<file path="src/hdl/ice_pkg.sv">
// ice_pkg: shared types, codes and constants for the intcode executor
// no dependencies; used by ice_ctrl, ice_dp and the top level
package ice_pkg;

  // memory geometry
  localparam int MEM_WORDS = 4096;
  localparam int ADDR_W    = $clog2(MEM_WORDS);
  localparam int PC_W      = ADDR_W + 1;

  // word kinds
  localparam logic [1:0] KIND_WRITE   = 2'd0;
  localparam logic [1:0] KIND_EXEC    = 2'd1;
  localparam logic [1:0] KIND_RESTART = 2'd2;

  // result status codes
  localparam logic [2:0] ST_DONE     = 3'd0;
  localparam logic [2:0] ST_HALTED   = 3'd1;
  localparam logic [2:0] ST_WAIT_IN  = 3'd2;
  localparam logic [2:0] ST_BAD_OP   = 3'd3;
  localparam logic [2:0] ST_BAD_ADDR = 3'd4;

  // opcodes
  localparam logic [3:0] OP_NOP = 4'd0;
  localparam logic [3:0] OP_ADD = 4'd1;
  localparam logic [3:0] OP_MUL = 4'd2;
  localparam logic [3:0] OP_IN  = 4'd3;
  localparam logic [3:0] OP_OUT = 4'd4;
  localparam logic [3:0] OP_JT  = 4'd5;
  localparam logic [3:0] OP_JF  = 4'd6;
  localparam logic [3:0] OP_LT  = 4'd7;
  localparam logic [3:0] OP_EQ  = 4'd8;
  localparam logic [3:0] OP_ARB = 4'd9;
  localparam logic [6:0] OP_HALT  = 7'd99;
  localparam logic [6:0] OP_KINDS = 7'd10;

  // operand modes
  localparam logic [3:0] MODE_POS = 4'd0;
  localparam logic [3:0] MODE_REL = 4'd2;

  // reciprocal of ten: q = (x * DIV10_MAGIC) >> DIV10_SHIFT for 32-bit x
  localparam logic [31:0] DIV10_MAGIC = 32'hCCCC_CCCD;
  localparam int          DIV10_SHIFT = 35;
  localparam int          DIGITS      = 5;

  // memory read address source
  typedef enum logic [1:0] {
    RA_PC   = 2'd0,
    RA_OPND = 2'd1,
    RA_AD1  = 2'd2,
    RA_AD2  = 2'd3
  } rd_sel_t;

  // controller to datapath
  typedef struct packed {
    logic       clr_wr;
    logic       load_in;
    logic       wr_host;
    logic       restart;
    logic       set_halt;
    logic       rd_en;
    rd_sel_t    rd_sel;
    logic       load_word;
    logic       digit_step;
    logic       resolve;
    logic       load_a;
    logic       alu;
    logic       wb;
    logic       set_res;
    logic [2:0] res_code;
    logic       load_out;
    logic [1:0] k;
  } cmd_t;

  // datapath to controller
  typedef struct packed {
    logic [1:0] kind;
    logic       addr_ok;
    logic       halted;
    logic       pc_oob;
    logic       word_neg;
    logic       op_halt;
    logic       op_bad;
    logic [2:0] len;
    logic       idx_oob;
    logic       ad_oob;
    logic       clear_last;
  } sts_t;

  // instruction length in words
  function automatic logic [2:0] inst_len(input logic [3:0] op);
    logic [2:0] n;
    n = 3'd1;
    case (op)
      OP_ADD, OP_MUL, OP_LT, OP_EQ: n = 3'd4;
      OP_IN, OP_OUT, OP_ARB:        n = 3'd2;
      OP_JT, OP_JF:                 n = 3'd3;
      default:                      n = 3'd1;
    endcase
    return n;
  endfunction

endpackage

</file>
<file path="src/hdl/ice_ctrl.sv">
// ice_ctrl: sequencer of the intcode executor and both handshakes
// uses ice_pkg; drives ice_dp through cmd_t and reads sts_t
module ice_ctrl (
  input  logic          clk,
  input  logic          rst,
  input  logic          in_valid,
  output logic          in_ready,
  output logic          out_valid,
  input  logic          out_ready,
  output ice_pkg::cmd_t cmd,
  input  ice_pkg::sts_t sts
);

  typedef enum logic [13:0] {
    S_CLEAR  = 14'b00000000000001,
    S_IDLE   = 14'b00000000000010,
    S_ACT    = 14'b00000000000100,
    S_FETCH  = 14'b00000000001000,
    S_WORD   = 14'b00000000010000,
    S_DIGIT  = 14'b00000000100000,
    S_DECODE = 14'b00000001000000,
    S_OPRD   = 14'b00000010000000,
    S_OPRES  = 14'b00000100000000,
    S_RDA    = 14'b00001000000000,
    S_RDB    = 14'b00010000000000,
    S_ALU    = 14'b00100000000000,
    S_WB     = 14'b01000000000000,
    S_RESP   = 14'b10000000000000
  } state_t;

  state_t     state, state_next;
  logic [1:0] k, k_next;
  logic [2:0] cnt, cnt_next;
  logic       out_free;

  assign in_ready = state == S_IDLE;
  assign out_free = !out_valid || out_ready;

  // state and counters
  always_ff @(posedge clk) begin
    if (rst) begin
      state <= S_CLEAR;
      k     <= 2'd1;
      cnt   <= '0;
    end else begin
      state <= state_next;
      k     <= k_next;
      cnt   <= cnt_next;
    end
  end

  // result handshake
  always_ff @(posedge clk) begin
    if (rst) begin
      out_valid <= 1'b0;
    end else if (cmd.load_out) begin
      out_valid <= 1'b1;
    end else if (out_ready) begin
      out_valid <= 1'b0;
    end
  end

  // next state and commands
  always_comb begin
    state_next = state;
    k_next     = k;
    cnt_next   = cnt;
    cmd        = '0;
    cmd.rd_sel = ice_pkg::RA_PC;
    cmd.k      = k;
    unique case (state)
      S_CLEAR: begin
        cmd.clr_wr = 1'b1;
        if (sts.clear_last) begin
          state_next = S_IDLE;
        end
      end
      S_IDLE: begin
        if (in_valid) begin
          cmd.load_in = 1'b1;
          state_next  = S_ACT;
        end
      end
      S_ACT: begin
        cmd.set_res  = 1'b1;
        cmd.res_code = ice_pkg::ST_DONE;
        state_next   = S_RESP;
        case (sts.kind)
          ice_pkg::KIND_WRITE: begin
            if (sts.addr_ok) begin
              cmd.wr_host = 1'b1;
            end else begin
              cmd.res_code = ice_pkg::ST_BAD_ADDR;
            end
          end
          ice_pkg::KIND_RESTART: cmd.restart = 1'b1;
          ice_pkg::KIND_EXEC: begin
            if (sts.halted) begin
              cmd.res_code = ice_pkg::ST_HALTED;
            end else if (sts.pc_oob) begin
              cmd.res_code = ice_pkg::ST_BAD_ADDR;
            end else begin
              cmd.set_res = 1'b0;
              state_next  = S_FETCH;
            end
          end
          default: cmd.res_code = ice_pkg::ST_DONE;
        endcase
      end
      S_FETCH: begin
        cmd.rd_en  = 1'b1;
        cmd.rd_sel = ice_pkg::RA_PC;
        state_next = S_WORD;
      end
      S_WORD: begin
        if (sts.word_neg) begin
          cmd.set_res  = 1'b1;
          cmd.res_code = ice_pkg::ST_BAD_OP;
          state_next   = S_RESP;
        end else begin
          cmd.load_word = 1'b1;
          cnt_next      = '0;
          state_next    = S_DIGIT;
        end
      end
      S_DIGIT: begin
        cmd.digit_step = 1'b1;
        cnt_next       = cnt + 1'b1;
        if (cnt == 3'(ice_pkg::DIGITS - 1)) begin
          state_next = S_DECODE;
        end
      end
      S_DECODE: begin
        k_next = 2'd1;
        priority if (sts.op_halt) begin
          cmd.set_halt = 1'b1;
          cmd.set_res  = 1'b1;
          cmd.res_code = ice_pkg::ST_HALTED;
          state_next   = S_RESP;
        end else if (sts.op_bad) begin
          cmd.set_res  = 1'b1;
          cmd.res_code = ice_pkg::ST_BAD_OP;
          state_next   = S_RESP;
        end else if (sts.len == 3'd1) begin
          state_next = S_WB;
        end else begin
          state_next = S_OPRD;
        end
      end
      S_OPRD: begin
        if (sts.idx_oob) begin
          cmd.set_res  = 1'b1;
          cmd.res_code = ice_pkg::ST_BAD_ADDR;
          state_next   = S_RESP;
        end else begin
          cmd.rd_en  = 1'b1;
          cmd.rd_sel = ice_pkg::RA_OPND;
          state_next = S_OPRES;
        end
      end
      S_OPRES: begin
        if (sts.ad_oob) begin
          cmd.set_res  = 1'b1;
          cmd.res_code = ice_pkg::ST_BAD_ADDR;
          state_next   = S_RESP;
        end else begin
          cmd.resolve = 1'b1;
          if (3'(k) + 3'd1 == sts.len) begin
            state_next = S_RDA;
          end else begin
            k_next     = k + 2'd1;
            state_next = S_OPRD;
          end
        end
      end
      S_RDA: begin
        cmd.rd_en  = 1'b1;
        cmd.rd_sel = ice_pkg::RA_AD1;
        state_next = S_RDB;
      end
      S_RDB: begin
        cmd.rd_en  = 1'b1;
        cmd.rd_sel = ice_pkg::RA_AD2;
        cmd.load_a = 1'b1;
        state_next = S_ALU;
      end
      S_ALU: begin
        cmd.alu    = 1'b1;
        state_next = S_WB;
      end
      S_WB: begin
        cmd.wb     = 1'b1;
        state_next = S_RESP;
      end
      S_RESP: begin
        if (out_free) begin
          cmd.load_out = 1'b1;
          state_next   = S_IDLE;
        end
      end
      default: state_next = S_IDLE;
    endcase
  end

`ifndef NO_ASSERTIONS
  // an accepted word always goes to dispatch next
  a_accept_dispatch: assert property (@(posedge clk) disable iff (rst)
    in_valid && in_ready |=> state == S_ACT)
    else $error("accepted word did not reach dispatch");

  // writeback comes only after the alu or a one-word instruction
  a_wb_order: assert property (@(posedge clk) disable iff (rst)
    state == S_WB |-> $past(state) == S_ALU || $past(state) == S_DECODE)
    else $error("writeback without alu or decode");

  // a result load always shows a valid result next cycle
  a_load_shows: assert property (@(posedge clk) disable iff (rst)
    cmd.load_out |=> out_valid)
    else $error("loaded result not presented");

  // operand index stays in 1..3
  a_k_range: assert property (@(posedge clk) disable iff (rst)
    state == S_OPRES |-> k != 2'd0)
    else $error("operand index out of range");
`endif

endmodule

</file>
<file path="config.mk">
export PLATFORM = sky130hd
export DESIGN_NAME = ice_ctrl
export DESIGN_NICKNAME = d
export VERILOG_FILES = /design/src/hdl/ice_pkg.sv /design/src/hdl/ice_ctrl.sv
export SDC_FILE = /design/constraint.sdc
export NUM_CORES = 1
export LEC_CHECK = 0
export ABC_AREA = 0
export BUFFER_PORTS_ARGS = -buffer_cell sky130_fd_sc_hd__buf_2
export CAP_MARGIN = 10
export CORE_MARGIN = 2
export CORE_UTILIZATION = 45
export CTS_CLUSTER_SIZE = 12
export DETAILED_ROUTE_END_ITERATION = 12
export PLACE_DENSITY = 0.74
export SYNTH_ARGS = -nofsm -noshare
export SYNTH_HDL_FRONTEND = slang
export SYNTH_SLANG_ARGS = --single-unit
</file>
<file path="constraint.sdc">
create_clock -name clk -period 1.8 [get_ports clk]
set_clock_uncertainty 0.2 [all_clocks]
set_input_delay 0.09 -clock clk [delete_from_list [all_inputs] [get_ports clk]]
set_output_delay 0.09 -clock clk [all_outputs]
set_load 0.01 [all_outputs]
</file>
Yosys cells after proc, flatten, opt, wreduce, memory -nomap -nowiden
Index checks and enable logic that the tools add are counted.
{"block": "totals", "ff_bits": 20, "in_bits": 18, "out_inout_bits": 23}
{"block": "classes", "add_sub_neg": 3, "eq_ne": 26, "muxes": 56, "reduce_logical": 9}
{"op": "14-bit case mux with 14 select lines", "n": 1}
{"op": "14-bit two-way mux", "n": 12}
{"op": "1-bit two-way mux", "n": 23}
{"op": "4-bit two-way mux", "n": 5}
{"op": "4-bit case mux with 5 select lines", "n": 1}
{"op": "3-bit two-way mux", "n": 5}
{"op": "14-bit by 1-bit == test with 1-bit output (second input constant)", "n": 1}
{"op": "14-bit by 10-bit == test with 1-bit output (second input constant)", "n": 1}
{"op": "14-bit by 11-bit == test with 1-bit output (second input constant)", "n": 1}
{"op": "14-bit by 12-bit == test with 1-bit output (second input constant)", "n": 1}
{"op": "14-bit by 13-bit == test with 1-bit output (second input constant)", "n": 1}
{"op": "14-bit == test (second input constant)", "n": 1}
{"op": "14-bit by 2-bit == test with 1-bit output (second input constant)", "n": 1}
{"op": "14-bit by 3-bit == test with 1-bit output (second input constant)", "n": 1}
{"op": "14-bit by 4-bit == test with 1-bit output (second input constant)", "n": 1}
{"op": "14-bit by 5-bit == test with 1-bit output (second input constant)", "n": 1}
{"op": "14-bit by 6-bit == test with 1-bit output (second input constant)", "n": 1}
{"op": "14-bit by 7-bit == test with 1-bit output (second input constant)", "n": 1}
{"op": "14-bit by 8-bit == test with 1-bit output (second input constant)", "n": 1}
{"op": "14-bit by 9-bit == test with 1-bit output (second input constant)", "n": 1}
{"op": "2-bit inequality test (second input constant)", "n": 7}
{"op": "13-bit two-way mux", "n": 1}
{"op": "3-bit case mux with 2 select lines", "n": 2}
{"op": "3-bit case mux with 4 select lines", "n": 1}
{"op": "other kinds (18)", "n": 22}

Logic depth before layout (Yosys ltp)
{"block": "depth", "depth_word": 5, "depth_mapped": 7, "ltp_nobuf": 7}

Worst setup path before layout
No wires, ideal clock.
{"block": "synth_path", "path_type": "flip-flop to flip-flop", "from": "register state[6]", "to": "register state[1]", "arrival_ns": 1.680, "required_ns": 1.472, "slack_ns": -0.208, "path_stages_with_launch": 7, "n_path_buf": 1, "path_cell_list": "dfxtp_1 > clkbuf_2 > or4_4 > nor4_2 > a2111oi_0 > nand3_1 > a21oi_1"}
{"block": "synth_between", "elab_chain_cells": 3, "word_cells_on_any_way": 20}
{"element": "start: declaration", "line_no": "ice_ctrl.sv:31", "rtl": "state_t state, state_next;"}
{"element": "start signal: assignment", "line_no": "ice_ctrl.sv:46", "rtl": "state <= state_next;"}
{"element": "14-bit by 2-bit == test with 1-bit output (*)"}
{"element": "via in_ready", "line_no": "ice_ctrl.sv:7", "rtl": "output logic in_ready,"}
{"element": "2-bit inequality test (no line)"}
{"element": "4-bit AND reduction (no line)"}
The timed path passes the listed nets; every way through them passes the cells marked *.
A chain may end at the register's enable or synchronous reset.

Worst setup path after layout
{"block": "layout_path", "from": "register state[10]", "to": "register state[1]"}
{"block": "layout_between", "elab_chain_cells": 3, "word_cells_on_any_way": 20}
{"element": "14-bit by 6-bit == test with 1-bit output (tied with other cells)", "line_no": "ice_ctrl.sv:71", "rtl": "unique case (state)"}
{"element": "2-bit inequality test (no line)"}
{"element": "4-bit AND reduction (no line)"}
Several ways; a longest one is shown, not always the timed one.

==> results.py <==
metrics = {
    "outcome": {
        "status": "finished with violations",
        "violations": "setup timing",
    },
    "layout": {
        "antenna_cells": 0,
        "layout.nets": 301,
        "multiInputGateArea_sq_um": 1186,
        "fill_cells": 67,
        "sequential_cell_area_sq_um": 434.2,
        "growth_of_design_area_from_synthesis_to_finish_pct": 101.5,
        "proportion_of_layout_cells_with_a_drive_suffix_above_1_pct": 66.31,
    },
    "floorplan": {
        "start_util_pct": 47.64,
        "die_x_um": 58.27,
        "rows": 19,
        "die_area_sq_um": 3395,
        "standard_cell_core_area_sq_um": 2781,
        "ioPinCount": 41,
        "die_h_um": 58.27,
    },
    "grt": {
        "antenna_found_initial": 1,
        "first_global_vias": 1883,
        "grt_start_max_net_pins": 14,
        "gr-total-overflow": 0,
        "grt_util_all_layers_pct": 34.47,
        "grt_first_pass_wirelength_um": 8804,
    },
    "cts": {
        "worst_skew_pair.late_latency_ns": 0.36,
        "clkSinkCount": 20,
        "path_clk_slew_ns": 0.16,
        "max-clock-path-buffers": 2,
        "cts_tree": "done",
        "number_of_buffers_created_by_cts": 3,
        "cts-root-buf": "sky130_fd_sc_hd__clkbuf_4",
        "htree_num_levels": 1,
    },
    "placed_design": {
        "setup_slack_after_placement_ns": -0.2614,
        "port_buffers": 40,
        "place_congestion": 0.9696,
        "dp_hpwl_um": 3150,
    },
    "timing": {
        "grt_setup_unrepaired": "true",
        "period_needed_ns": 2.603,
        "max_freq_ghz": 0.3841,
        "relSlewSlack_pct": 45.53,
        "worstMarginPinSlew_ns": 0.7965,
        "final-hold-violation-count": 0,
        "crit_share_post_route_pct": 144.6,
        "finish_stage_setup_viols": 38,
        "setup_slack_ns": -0.8033,
        "final_max_slew_viol_count": 0,
    },
    "yosys": {
        "synth_top_family_by_area": "simple AND/OR/NAND/NOR gates",
        "netlist_area_sq_um": 1325,
        "synth_adder_area_share_pct": 2.833,
        "synth_fp_nets": 179,
        "synth_simple_gate_area_share_pct": 44.00,
        "synthDistinctLibCells": 50,
        "yosysWarningCount": 0,
        "fraction_of_synthesized_area_in_multiplexers_pct": 1.605,
        "postSynthRegisterBits": 20,
        "synth_seq_area_share_pct": 30.22,
        "syn-mean-instance-area_sq_um": 8.386,
        "yosys.area_share.xor_xnor_pct": 4.627,
        "synth-edff-count": 0,
        "yosys.area.top_type": "sky130_fd_sc_hd__dfxtp_1",
        "postSynthCellCount": 158,
        "asyncSetResetFlopFracSynth_pct": 0,
        "synth_largest_type_area_fraction_pct": 30.22,
        "yosys-top-cells-area": "sky130_fd_sc_hd__dfxtp_1, sky130_fd_sc_hd__nor4b_1, sky130_fd_sc_hd__a21oi_1",
        "most_used_flip_flop_cell_after_synthesis": "sky130_fd_sc_hd__dfxtp_1",
        "synth_compound_gate_area_share_pct": 12.84,
    },
    "detailed_routing": {
        "route.antenna.remaining_nets": 0,
        "dr.pass1.iters": 6,
        "route.detailed.vias_per_inst": 6.916,
        "drt_wl_total_um": 8302,
        "routed-via-count": 2144,
        "routedWlPerCell_um": 26.78,
        "drc": 0,
        "initial_detailed_routing_violation_count": 319,
    },
    "pwr": {
        "irDropWorstVdd_mv": 0.5148,
        "netSwitchingPower_w": 0.0003039,
        "clockPowerShare_pct": 27.9,
        "power.share.switching_pct": 32.14,
        "pwr-share-comb_pct": 24.7,
        "power_report.internal_total_w": 0.0006417,
        "power-per-cell-area_nw_per_um2": 354.1,
        "p_seq_share_pct": 47.5,
        "finalPower_w": 0.0009456,
        "leakagePower_nw": 1.202,
    },
    "worst_setup_path": {
        "worstPathArrival_ns": 2.67,
        "r2r_start": "state[10]$_SDFFE_PP0P_",
        "critical_path_required_ns": 1.87,
        "worst_setup_path_startpoint": "state[10]$_SDFFE_PP0P_",
        "worst_setup_ep_type": "register",
        "critPathMaxFanout": 5,
        "critical_path_class": "register to register",
        "crit_path_start_kind": "register",
    },
    "hold_path": {
        "worstHoldPathType": "input pin to register",
        "holdCritStartpoint": "sts[9]",
    },
    "run": {
        "max_cap_viol_count": 0,
    },
}
[cell type report]
class	count	area share [%]
clock buffer	4	0.9841
inverter	11	1.828
sequential	20	16.26
multi-input combinational	125	44.42
tap	31	1.453
timing repair buffer	119	35.05
[cells in the mapped netlist, types with 2 or more instances]
cell type / count
sky130_fd_sc_hd__nand4_1: 3
sky130_fd_sc_hd__and3_1: 2
sky130_fd_sc_hd__nor4_2: 4
sky130_fd_sc_hd__o21ai_0: 3
sky130_fd_sc_hd__nand2b_1: 4
sky130_fd_sc_hd__nor3_1: 6
sky130_fd_sc_hd__dfxtp_1: 20
sky130_fd_sc_hd__xor2_1: 5
sky130_fd_sc_hd__or2_1: 2
sky130_fd_sc_hd__or4b_1: 2
sky130_fd_sc_hd__nor4_1: 2
sky130_fd_sc_hd__nor4b_1: 6
sky130_fd_sc_hd__o22ai_1: 2
sky130_fd_sc_hd__nor2_1: 13
sky130_fd_sc_hd__ha_1: 3
sky130_fd_sc_hd__or4b_2: 2
sky130_fd_sc_hd__or4_4: 3
sky130_fd_sc_hd__inv_1: 10
sky130_fd_sc_hd__xnor2_1: 2
sky130_fd_sc_hd__and4_1: 2
sky130_fd_sc_hd__o21a_1: 2
sky130_fd_sc_hd__nor3b_1: 3
sky130_fd_sc_hd__and2_1: 2
sky130_fd_sc_hd__nand2_1: 11
sky130_fd_sc_hd__a21oi_1: 10
sky130_fd_sc_hd__o31a_1: 2
sky130_fd_sc_hd__nand3_1: 9
[sequential cells by signal (all words and copies together), names as in the netlist]
signal	flops
out_valid	1
state	14
cnt	3
k	2
[metal layers]
metal | up-vias | global-route usage, % | wire [um]
met1 | 963 | 39.21 | 2709
met4 | 0 | 19.93 | 781
met3 | 96 | 7.589 | 1026
met5 | - | 0 | 0
met2 | 252 | 58.75 | 3785
li1 | 833 | - | -
[cell usage in the layout, fill, tap and decap left out, drive strengths merged, types with 3 or more instances in the layout]
cell,netlist,layout
a21oi,10,10
buf,0,106
clkbuf,2,4
dfxtp,20,20
dlygate4sd3,0,13
ha,3,3
inv,10,10
nand2,12,12
nand2b,4,4
nand3,9,9
nand4,4,4
nor2,13,13
nor3,8,8
nor3b,4,4
nor4,6,6
nor4b,6,6
o21ai,3,3
or2,3,3
or4,3,3
or4b,4,4
xor2,5,5
[kinds of logic after synthesis]
group,after synthesis
AND/OR/NAND/NOR,87
AO/OA/AOI/OAI,26
flip-flops,20
buffers and inverters,13
XOR/XNOR,7
adder cells (fa/ha/maj),3
multiplexers,2
[worst max-delay path, cell delays in order (launching register included)]
cell and delay (ns):
sky130_fd_sc_hd__dfxtp_1 0.39, sky130_fd_sc_hd__buf_4 0.17, sky130_fd_sc_hd__or2_2 0.24, sky130_fd_sc_hd__nor3_4 0.11, sky130_fd_sc_hd__nand2_2 0.12, sky130_fd_sc_hd__clkinv_4 0.06
sky130_fd_sc_hd__buf_4 0.15, sky130_fd_sc_hd__a2111oi_0 0.63, sky130_fd_sc_hd__nand3_1 0.19, sky130_fd_sc_hd__a21oi_1 0.25
[final timing paths]
check             cells after the start  slack [ns]                endpoint
hold reg to reg                       2        0.40     cnt[0]$_SDFFE_PP0P_
setup reg to reg                      9       -0.80   state[1]$_SDFFE_PP0P_
hold / removal                        4        0.14  state[13]$_SDFFE_PP0P_
setup / recovery                      9       -0.80   state[1]$_SDFFE_PP0P_
[power groups by stage]
| stage | logic [W] | registers, W | clock network, W |
|---|---|---|---|
| global placement | 0.000132 | 0.000463 | 0 |
| finish | 0.000233 | 0.000449 | 0.000264 |
| CTS | 0.000174 | 0.000450 | 0.000242 |
| global route | 0.000240 | 0.000449 | 0.000277 |
| detailed placement | 0.000135 | 0.000464 | 0 |
| floorplan | 0.0000688 | 0.000464 | 0 |
[what timing repair did]
| item | CTS | global route |
|---|---|---|
| pin swaps | 22 | 28 |
| resized for setup | 45 | 47 |
| endpoints found under the hold margin | 16 | 0 |
| hold buffers | 13 | 0 |
| setup buffers | 18 | 16 |
| setup endpoints to repair | 37 | 40 |
[stage by stage]
stage                     TNS, ns  area (sq um)  util, %  cells  hold WS [ns]
final                      -18.32          2670    96.00    310        0.1438
after global routing       -19.74          2670    96.00    310        0.1704
after CTS                  -10.91          2352    84.57    296       0.06728
after detailed placement   -3.517          1882    67.66    261        0.1538
after global placement     -2.536          1882    67.66    261        0.1458
after floorplan           -0.7880          1396        -    158      -0.03210
(Power assumes the default switching activity.)
